File: src/sv/wsd_pkg.sv
`timescale 1ns / 1ps

package wsd_pkg;

  // Result kinds carried on the result channel.
  localparam logic [1:0] KIND_PAYLOAD = 2'd0;
  localparam logic [1:0] KIND_EMPTY   = 2'd1;
  localparam logic [1:0] KIND_ERROR   = 2'd2;

  // Protocol error codes, in the order they are checked.
  localparam logic [1:0] ERR_TOO_LONG   = 2'd0;
  localparam logic [1:0] ERR_MASK       = 2'd1;
  localparam logic [1:0] ERR_FRAGMENTED = 2'd2;

  // Configuration register indexes.
  localparam int unsigned CFG_IDX_W = 2;
  localparam logic [CFG_IDX_W-1:0] CFG_MAX_LEN = 2'd0;
  localparam logic [CFG_IDX_W-1:0] CFG_PEER    = 2'd1;

  // Header constants.
  localparam logic [6:0] LEN_EXT16 = 7'd126;
  localparam logic [6:0] LEN_EXT64 = 7'd127;
  localparam logic [3:0] OP_CONT   = 4'd0;
  localparam logic [3:0] OP_CLOSE  = 4'd8;
  localparam logic [3:0] OP_PING   = 4'd9;
  localparam logic [3:0] OP_PONG   = 4'd10;

  // Result channel data width: byte, opcode, length and error code, padded to bytes.
  localparam int unsigned OUT_DATA_W = 48;

  // One result item handed from the parser to the output register.
  typedef struct packed {
    logic        valid;
    logic [1:0]  kind;
    logic [7:0]  payload_byte;
    logic [3:0]  opcode;
    logic [31:0] length;
    logic        eof;
    logic [1:0]  error_code;
  } wsd_result_t;

  // Live configuration seen by the parser.
  typedef struct packed {
    logic [31:0] max_len;
    logic        peer_is_client;
  } wsd_cfg_t;

endpackage

File: src/sv/wsd_parser.sv
`timescale 1ns / 1ps

module wsd_parser import wsd_pkg::*; (
  input  logic        clk,
  input  logic        rst_n,
  input  logic        step,
  input  logic [7:0]  byte_in,
  input  wsd_cfg_t    cfg,
  output wsd_result_t result
);

  // Parse phases.
  localparam logic [2:0] PH_B0   = 3'd0;
  localparam logic [2:0] PH_B1   = 3'd1;
  localparam logic [2:0] PH_EXT  = 3'd2;
  localparam logic [2:0] PH_MASK = 3'd3;
  localparam logic [2:0] PH_DATA = 3'd4;
  localparam logic [2:0] PH_DEAD = 3'd5;

  logic [2:0]  phase_r, phase_nxt;
  logic        fin_r, fin_nxt;
  logic [3:0]  opcode_r, opcode_nxt;
  logic        masked_r, masked_nxt;
  logic [63:0] acc_r, acc_nxt;
  logic [2:0]  cnt_r, cnt_nxt;
  logic        long_r, long_nxt;
  logic [31:0] key_r, key_nxt;
  logic [31:0] rem_r, rem_nxt;
  logic [1:0]  pos_r, pos_nxt;

  logic        decide;
  logic        hdr_done;
  logic        ext_done;
  logic        too_long;
  logic        mask_bad;
  logic        frag_bad;
  logic [7:0]  key_byte;

  // Next-state and result decode for one stream byte.
  always_comb begin
    phase_nxt  = phase_r;
    fin_nxt    = fin_r;
    opcode_nxt = opcode_r;
    masked_nxt = masked_r;
    acc_nxt    = acc_r;
    cnt_nxt    = cnt_r;
    long_nxt   = long_r;
    key_nxt    = key_r;
    rem_nxt    = rem_r;
    pos_nxt    = pos_r;
    decide     = 1'b0;
    hdr_done   = 1'b0;
    ext_done   = 1'b0;
    too_long   = 1'b0;
    mask_bad   = 1'b0;
    frag_bad   = 1'b0;
    key_byte   = 8'd0;
    result     = '0;

    case (phase_r)
      PH_B0: begin
        fin_nxt    = byte_in[7];
        opcode_nxt = byte_in[3:0];
        key_nxt    = 32'd0;
        acc_nxt    = 64'd0;
        rem_nxt    = 32'd0;
        pos_nxt    = 2'd0;
        phase_nxt  = PH_B1;
      end
      PH_B1: begin
        masked_nxt = byte_in[7];
        if ((byte_in[6:0] == LEN_EXT16) || (byte_in[6:0] == LEN_EXT64)) begin
          long_nxt  = (byte_in[6:0] == LEN_EXT64);
          acc_nxt   = 64'd0;
          cnt_nxt   = 3'd0;
          phase_nxt = PH_EXT;
        end else begin
          acc_nxt = {57'd0, byte_in[6:0]};
          decide  = 1'b1;
        end
      end
      PH_EXT: begin
        acc_nxt  = {acc_r[55:0], byte_in};
        cnt_nxt  = cnt_r + 3'd1;
        ext_done = long_r ? (cnt_nxt == 3'd0) : (cnt_nxt == 3'd2);
        decide   = ext_done;
      end
      PH_MASK: begin
        key_nxt  = {key_r[23:0], byte_in};
        cnt_nxt  = cnt_r + 3'd1;
        hdr_done = (cnt_nxt == 3'd4);
      end
      PH_DATA: begin
        // Key byte zero sits in the top byte of the key register.
        key_byte = key_r[{~pos_r, 3'b000} +: 8];
        pos_nxt  = pos_r + 2'd1;
        rem_nxt  = rem_r - 32'd1;
        result.valid        = 1'b1;
        result.kind         = KIND_PAYLOAD;
        result.payload_byte = byte_in ^ key_byte;
        result.opcode       = opcode_r;
        result.length       = acc_r[31:0];
        result.eof          = (rem_r == 32'd1);
        if (rem_r == 32'd1) begin
          phase_nxt = PH_B0;
        end
      end
      default: begin
        phase_nxt = PH_DEAD;
      end
    endcase

    // Error checks once the payload length is fully known.
    if (decide) begin
      too_long = (|acc_nxt[63:32]) || (acc_nxt[31:0] > cfg.max_len);
      mask_bad = (masked_nxt != cfg.peer_is_client);
      frag_bad = !fin_r && !(opcode_r inside {OP_CONT, OP_CLOSE, OP_PING, OP_PONG});
      if (too_long || mask_bad || frag_bad) begin
        phase_nxt         = PH_DEAD;
        result.valid      = 1'b1;
        result.kind       = KIND_ERROR;
        result.opcode     = opcode_r;
        result.length     = acc_nxt[31:0];
        result.eof        = 1'b0;
        result.error_code = too_long ? ERR_TOO_LONG : (mask_bad ? ERR_MASK : ERR_FRAGMENTED);
      end else if (masked_nxt) begin
        cnt_nxt   = 3'd0;
        phase_nxt = PH_MASK;
      end else begin
        hdr_done = 1'b1;
      end
    end

    // Header complete: either an empty frame or the start of the payload.
    if (hdr_done) begin
      pos_nxt = 2'd0;
      if (acc_nxt[31:0] == 32'd0) begin
        phase_nxt     = PH_B0;
        result.valid  = 1'b1;
        result.kind   = KIND_EMPTY;
        result.opcode = opcode_r;
        result.length = 32'd0;
        result.eof    = 1'b1;
      end else begin
        rem_nxt   = acc_nxt[31:0];
        phase_nxt = PH_DATA;
      end
    end
  end

  // Parser state advances only when a byte is consumed.
  always_ff @(posedge clk) begin
    if (!rst_n) begin
      phase_r  <= PH_B0;
      fin_r    <= 1'b0;
      opcode_r <= 4'd0;
      masked_r <= 1'b0;
      acc_r    <= 64'd0;
      cnt_r    <= 3'd0;
      long_r   <= 1'b0;
      key_r    <= 32'd0;
      rem_r    <= 32'd0;
      pos_r    <= 2'd0;
    end else if (step) begin
      phase_r  <= phase_nxt;
      fin_r    <= fin_nxt;
      opcode_r <= opcode_nxt;
      masked_r <= masked_nxt;
      acc_r    <= acc_nxt;
      cnt_r    <= cnt_nxt;
      long_r   <= long_nxt;
      key_r    <= key_nxt;
      rem_r    <= rem_nxt;
      pos_r    <= pos_nxt;
    end
  end

endmodule

File: src/sv/websocket_frame_deframer.sv
`timescale 1ns / 1ps

// WebSocket receive-side frame deframer.
// The input channel (in_*) carries the raw stream, one byte per transaction.
// The result channel (out_*) carries at most one result per input byte: an
// unmasked payload byte, an empty-frame marker, or a protocol error. tlast
// marks the last result of a frame; tuser holds the result kind.
// Configuration (cfg_*) writes the maximum payload length (index 0) and the
// masking role (index 1); write it only while no transaction is in flight.
// Throughput is one byte per cycle while out_tready stays high. A byte goes
// from the input register through the parser logic into the output register,
// which holds its result until the receiver takes it.
// When the receiver holds out_tready low, the output register holds its
// result and the input register fills; in_tready drops once both are full.
// After a protocol error the block discards all further bytes until reset.
// Reset returns the parser to the first header byte, empties both
// registers and restores the configuration defaults.

module websocket_frame_deframer import wsd_pkg::*; #(
  parameter logic [31:0] MAX_LEN_RESET = 32'd65536,
  parameter logic        PEER_RESET    = 1'b1
) (
  input  logic                  clk,
  input  logic                  rst_n,
  // Input stream.
  input  logic                  in_tvalid,
  output logic                  in_tready,
  input  logic [7:0]            in_tdata,   // [7:0] in_byte
  // Result stream.
  output logic                  out_tvalid,
  input  logic                  out_tready,
  output logic [OUT_DATA_W-1:0] out_tdata,  // [7:0] payload_byte, [11:8] frame_opcode,
                                            // [43:12] frame_length, [45:44] error_code,
                                            // [47:46] zero
  output logic                  out_tlast,  // end_of_frame
  output logic [1:0]            out_tuser,  // [1:0] result_kind
  // Configuration writes.
  input  logic                  cfg_valid,
  output logic                  cfg_ready,
  input  logic [CFG_IDX_W-1:0]  cfg_index,
  input  logic [31:0]           cfg_data
);

  logic        in_valid_r;
  logic [7:0]  in_byte_r;
  logic        step;
  wsd_cfg_t    cfg_r;
  wsd_result_t result;

  logic        out_valid_r;
  wsd_result_t out_r;

  // A buffered byte is consumed whenever the output register has room.
  assign step      = in_valid_r && (!out_valid_r || out_tready);
  assign in_tready = !in_valid_r || step;
  assign cfg_ready = 1'b1;

  // Configuration registers.
  always_ff @(posedge clk) begin
    if (!rst_n) begin
      cfg_r.max_len        <= MAX_LEN_RESET;
      cfg_r.peer_is_client <= PEER_RESET;
    end else if (cfg_valid) begin
      case (cfg_index)
        CFG_MAX_LEN: cfg_r.max_len        <= cfg_data;
        CFG_PEER:    cfg_r.peer_is_client <= cfg_data[0];
        default:     ;
      endcase
    end
  end

  // Input register.
  always_ff @(posedge clk) begin
    if (!rst_n) begin
      in_valid_r <= 1'b0;
    end else if (in_tready) begin
      in_valid_r <= in_tvalid;
    end
  end

  always_ff @(posedge clk) begin
    if (in_tready && in_tvalid) begin
      in_byte_r <= in_tdata;
    end
  end

  wsd_parser u_parser (
    .clk     (clk),
    .rst_n   (rst_n),
    .step    (step),
    .byte_in (in_byte_r),
    .cfg     (cfg_r),
    .result  (result)
  );

  // Output register.
  always_ff @(posedge clk) begin
    if (!rst_n) begin
      out_valid_r <= 1'b0;
    end else if (step && result.valid) begin
      out_valid_r <= 1'b1;
    end else if (out_tready) begin
      out_valid_r <= 1'b0;
    end
  end

  always_ff @(posedge clk) begin
    if (step && result.valid) begin
      out_r <= result;
    end
  end

  assign out_tvalid = out_valid_r;
  assign out_tdata  = {2'b00, out_r.error_code, out_r.length, out_r.opcode,
                       out_r.payload_byte};
  assign out_tlast  = out_r.eof;
  assign out_tuser  = out_r.kind;

endmodule

File: config.mk
export PLATFORM = sky130hd
export DESIGN_NAME = websocket_frame_deframer
export DESIGN_NICKNAME = d
export VERILOG_FILES = /design/src/sv/wsd_pkg.sv /design/src/sv/wsd_parser.sv /design/src/sv/websocket_frame_deframer.sv
export SDC_FILE = /design/constraint.sdc
export NUM_CORES = 1
export LEC_CHECK = 0
export BUFFER_PORTS_ARGS = -buffer_cell sky130_fd_sc_hd__buf_2
export CORE_ASPECT_RATIO = 0.7
export CORE_MARGIN = 5
export CORE_UTILIZATION = 35
export CTS_CLUSTER_SIZE = 25
export DETAILED_ROUTE_END_ITERATION = 16
export HOLD_SLACK_MARGIN = 0.05
export PLACE_DENSITY = 0.53
export SLEW_MARGIN = 5
export SYNTH_ARGS = -nofsm -noshare
export SYNTH_HDL_FRONTEND = slang
export SYNTH_SLANG_ARGS = --single-unit
File: constraint.sdc
create_clock -name clk -period 9.6 [get_ports clk]
set_input_delay 2.88 -clock clk [delete_from_list [all_inputs] [get_ports clk]]
set_output_delay 2.88 -clock clk [all_outputs]
set_load 0.05 [all_outputs]
[Word level (Yosys, flattened, before mapping)]
Index checks and enable logic that the tools add are counted.
Cells by class
  shifts and indexed selects: 1
  equal/unequal tests: 14
  bitwise logic cells: 4
  magnitude comparators: 1
  multiplexer cells: 42
  reduce and logical (&&, ||, !) cells: 32
  $add $sub $neg: 3
Operators by type and width (number)
  64-bit case mux with 3 select lines: 1
  32-bit case mux with 2 select lines: 2
  39-bit two-way mux: 2
  37-bit two-way mux: 2
  32-bit two-way mux: 2
  48-bit two-way mux: 1
  3-bit two-way mux: 15
  32-bit by 1-bit == test with 1-bit output (second input constant): 1
  32-bit > comparator: 1
  32-bit logical NOT: 1
  32-bit OR reduction: 1
  32-bit by 6-bit variable part select with 8-bit output: 1
  32-bit by 1-bit subtractor with 32-bit output (second input constant): 1
  7-bit == test (second input constant): 2
  4-bit == test (second input constant): 3
  3-bit case mux with 4 select lines: 1
  2-bit AND reduction: 5
  3-bit by 2-bit == test with 1-bit output (second input constant): 3
  1-bit two-way mux: 9
  8-bit bitwise XOR: 1
  7-bit two-way mux: 1
  3-bit == test (second input constant): 2
  3-bit logical NOT: 2
  1-bit logical OR: 6
  21 further kinds: 31
Storage, ports and cells
  logic and storage cells: 118
  input port bits: 47
  register bits: 235
  output and inout port bits: 54

[Longest topological paths before layout]
  word-level depth: 14
  gate-level depth with buffers: 23
  mapped depth without buffers: 16

[Modules after synthesis]
A second synthesis with hierarchy kept.
Unflattened totals
  cells, all modules: 1446
  area total of the unflattened synthesis: 12652.1 µm²
Modules (own cells, without submodules)
  wsd_parser: area each 9440.3 µm², instances 1, cells an instance 1228
  websocket_frame_deframer: area each 3211.8 µm², instances 1, cells an instance 218

[Least setup slack after synthesis]
Ideal clock, no wire load.
  path type: reg2reg
  start: register u_parser.phase_r[2]
  end: register out_r, in the netlist out_tdata[0] (enable)
  cell stages (with the launch flop): 18
  setup slack: 3.156 ns
  period minus slack after synthesis: 6.444 ns
  data arrival time: 5.988 ns
  data required time: 9.144 ns
  path through: dfxtp_1 nor2_2 clkbuf_1 clkbuf_1 clkbuf_1 buf_1 a311oi_1 inv_1 ha_1 nand4_1 nor3_1 a2111oi_0 nand3_1 a2111oi_4 nand4_1 a21boi_1 nor3_1 nor2_1
On the way
  cells in the longest elaborated chain, start to end: 11
  elaborated cells on any way between the ends: 25
  classes of those cells: 1 x order compare; 5 x eq/ne; 12 x mux; 7 x reduce/logical
Ends and longest elaborated chain
  start, declared: line wsd_parser.sv:20  | logic [2:0] phase_r, phase_nxt;
  start signal, assigned: line wsd_parser.sv:165  | phase_r <= phase_nxt;
  3-bit by 2-bit == test with 1-bit output (tied with other cells)
  64-bit case mux with 3 select lines (*): line wsd_parser.sv:60  | case (phase_r)
  net u_parser.acc_nxt[29]: line wsd_parser.sv:24  | logic [63:0] acc_r, acc_nxt;
  32-bit > comparator: line wsd_parser.sv:115  | too_long = (|acc_nxt[63:32]) || (acc_nxt[31:0] > cfg.max_len);
  1-bit logical OR: line wsd_parser.sv:115
  1-bit logical OR (2 in a row): line wsd_parser.sv:118  | if (too_long || mask_bad || frag_bad) begin
  3-bit two-way mux: line wsd_parser.sv:118
  3-bit two-way mux: line wsd_parser.sv:114  | if (decide) begin
  3-bit two-way mux: line wsd_parser.sv:137  | if (acc_nxt[31:0] == 32'd0) begin
  3-bit two-way mux (*): line wsd_parser.sv:135  | if (hdr_done) begin
  1-bit logical AND (*): line websocket_frame_deframer.sv:108  | if (step && result.valid) begin
  end signal, assigned: line websocket_frame_deframer.sv:109  | out_r <= result;
  end, declared: line websocket_frame_deframer.sv:51  | wsd_result_t out_r;
Mark *: on every way through the listed nets, which the timed path passes. The rest lies on a longest branch.
A chain may end at the register's enable or synchronous reset.

[Worst setup path in the final report]
  start: input out_tready
  end: output in_tready
On the way
  cells in the longest elaborated chain, start to end: 3
Ends and longest elaborated chain
  start, declared: line websocket_frame_deframer.sv:31  | input logic out_tready,
  1-bit logical OR: line websocket_frame_deframer.sv:54  | assign step = in_valid_r && (!out_valid_r || out_tready);
  1-bit logical AND: line websocket_frame_deframer.sv:54
  1-bit logical OR: line websocket_frame_deframer.sv:55  | assign in_tready = !in_valid_r || step;
  end, declared: line websocket_frame_deframer.sv:27  | output logic in_tready,
Every way passes these cells.

==> flow_summary.toml <==
[finish]
final_cell_area_sq_mm = 0.0139
flow.area_growth_from_synthesis_pct = 13.4
drive_gt1_frac = 0.127
final_common_cell = "nand2_1"
num_antenna_cells = 0
most-common-layout-cells = "nand2_1, dfxtp_1, a21oi_1"
nNetsFinal = 1579

[clocking]
worst_setup_hold_path_clk_slew_ns = 0.06
cts_tree = "done"
ctsHoldBuffers = 0
cts_buf_count = 26
clockRootBuffer = "clkbuf_16"
postCtsSetupRepairBufs = 0
cts_resized = 0
clock_insertion_delay_worst_skew_ns = 0.56
cts_sinks = 235
clockBufferDepth = 3
cts_htree_levels = 1

[route]
wl_um = 39400
dr.first_iter.drc_count = 1123
drt_drc_violations_left = 0
route.antenna.remaining_nets = 0
wl_per_cell_um = 19.8
vias_per_cell = 5.59
drt_pre_antenna_iters = 5
dr_total_vias = 11100

[grt]
grtUsageTotal = 0.197
grt_antenna_before_repair = 1
via_count_of_the_first_global_routing_pass = 10300
grt_overflow_total = 0
grt_max_degree = 81
grt_first_pass_wirelength_um = 61200

[place]
dp.final_hpwl_um = 27300
placed_area_sq_mm = 0.0131
finalWeightedCongestion = 0.871
io_buffers = 97

[worst_setup_path]
path_buf_inv = 2
critical_path.endpoint_type = "primary output"
timing.critical_path.cells = "buf_2 -> nor2b_1 -> nand2_1 -> buf_2"
slowest_stage = "nor2b_1"
cp-start-kind = "primary input"
critPathArrivalTime_ns = 3.67
crit_type = "primary input to primary output"
timing.critical_path.slowest_cell_delay_ns = 0.32
crit_path_frequent_cell = "buf_2"
path_delay_family = "simple AND/OR/NAND/NOR gates"
r2r_slack_ns = 3.33
worst-endpoint-required_ns = 6.72
crit_fanout = 5

[floorplan]
pin_count = 101
die_area_sq_mm = 0.0388
initial_core_util = 0.353
rows = 57
core_area_sq_mm = 0.0346
die_h_um = 166
chipWidth_um = 233

[synth]
synth.lib_cells_used.distinct = 80
synth.cell_area_sq_mm = 0.0122
synth_async_sr_flop_share = 0
synth_edf_count = 57
ys_seq_area_frac = 0.432
post_synth.cell_area_avg_sq_um = 8.41
synth_area_leader_cell = "dfxtp_1"
synth_top_cells_by_area = "dfxtp_1, edfxtp_1, nand2_1, a21oi_1, ha_1"
yosys_warnings = 0
ys.flop_type = "dfxtp_1"
number_of_register_bits_inferred_by_synthesis = 235
yosys.area.top_type_share = 0.292
synth_cells = 1453

[timing]
finalSetupViolCount = 0
post-route-period-util = 0.682
tightestPinTransition_ns = 1.13
report.final.hold_viol_count = 0
final_period_minus_worst_setup_slack_ns = 6.55
fin_tns_setup_ns = 0
fmaxAchievable_mhz = 153
timing.clock.skew_ns = 0.0223
timing.max_slew.rel_slack = 0.242
rsz_0062_raised_after_global_routing = "false"
final-max-slew-violation-count = 0

[power]
static_leakage_nw = 5.28
pwr_density_cell_mw_per_mm2 = 168
vdd_ir_drop_max_v = 0.000122

[outcome]
outcome = "finished clean"

[flow_run]
drv_cap = 0

[worst_hold_path]
worst_hold_path_type = "flip-flop to flip-flop"
-- layout make-up --
| class | instances | area, sq um |
|---|---|---|
| fill | 3560 | 20700 |
| multi-input combinational | 1046 | 6290 |
| sequential | 235 | 5280 |
| clock buffer | 37 | 692 |
| timing repair buffer | 123 | 681 |
| tap | 472 | 591 |
| inverter | 63 | 241 |
| clock inverter | 11 | 91.3 |
-- logic make-up after synthesis --
kind of cell    Yosys count  synth area share
compound gates          378             0.203
xor+xnor                 22            0.0158
fa+ha+maj                38            0.0387
buf+inv                 173            0.0564
flops                   235             0.432
mux                      24            0.0289
other cells               2          0.000614
simple gates            581             0.225
-- per-layer routing --
metal / vias to the layer above / wire length (um) / track usage
li1: 5325 / - / -
met1: 5398 / 19500 / 0.314
met2: 339 / 16300 / 0.277
met3: 50 / 2760 / 0.0294
met4: 0 / 827 / 0.0441
met5: - / 0 / 0
-- stage by stage --
stage	cells	hold slack [ns]	setup WS, ns	util	power, mW
global route	1987	0.474	2.90	0.401	2.42
finish	1987	0.453	3.05	0.401	2.32
global placement	1939	0.447	3.05	0.378	1.39
detailed placement	1939	0.449	3.02	0.378	1.39
floorplan	1454	0.436	3.16	-	1.30
CTS	1987	0.457	3.03	0.401	2.35
-- sequential cells by signal, summed over array words and instances, names as in the netlist --
| register | cells |
|---|---|
| u_parser.key_r | 32 |
| u_parser.rem_r | 32 |
| out_tdata | 46 |
| in_byte_r | 8 |
| out_tlast | 1 |
| u_parser.fin_r | 1 |
| out_tuser | 2 |
| u_parser.pos_r | 2 |
| in_valid_r | 1 |
| u_parser.opcode_r | 4 |
| u_parser.phase_r | 3 |
| u_parser.cnt_r | 3 |
| out_tvalid | 1 |
| cfg_r | 33 |
| u_parser.long_r | 1 |
| u_parser.masked_r | 1 |
| u_parser.acc_r | 64 |
-- tightest hold or removal path: cells and delay by family, from the launching register on --
kind	cells	cell delay, ns
compound gates	1	0.05
flops	1	0.31
simple gates	1	0.05
-- cells in the mapped netlist, types with 7 or more instances --
| cell | count |
|---|---|
| edfxtp_1 | 57 |
| clkbuf_1 | 83 |
| and3_1 | 35 |
| nand2b_1 | 8 |
| a211oi_1 | 27 |
| a311oi_1 | 28 |
| buf_2 | 9 |
| or3_1 | 12 |
| nand4_1 | 21 |
| a22oi_1 | 28 |
| mux2i_1 | 12 |
| o21ai_0 | 67 |
| dfxtp_1 | 178 |
| mux4_2 | 8 |
| a21oi_1 | 122 |
| xnor2_1 | 15 |
| nor2b_1 | 9 |
| nor3_1 | 29 |
| inv_1 | 61 |
| xor2_1 | 7 |
| nor4_1 | 10 |
| buf_1 | 13 |
| or4_1 | 8 |
| a311o_1 | 11 |
| nand2_1 | 212 |
| a31oi_1 | 19 |
| and2_1 | 35 |
| a22o_1 | 15 |
| nor2_1 | 111 |
| nand3_1 | 71 |
| ha_1 | 37 |
-- path summary, 6_finish.rpt --
| path | startpoint | cells after the start | endpoint |
|---|---|---|---|
| max | out_tready | 4 | in_tready |
| max reg2reg | u_parser.phase_r[1] | 17 | out_tdata[43] |
| min reg2reg | cfg_r[28] | 2 | cfg_r[28] |
| min | cfg_r[28] | 2 | cfg_r[28] |
-- report_power, final --
| part | leakage (nW) | switching, mW | total [mW] | internal (mW) |
|---|---|---|---|---|
| Clock | 0.373 | 0.421 | 0.951 | 0.530 |
| Combinational | 2.91 | 0.209 | 0.300 | 0.0913 |
| Sequential | 2.01 | 0.0314 | 1.07 | 1.04 |
Note: power is estimated with default switching activity, not from simulation.
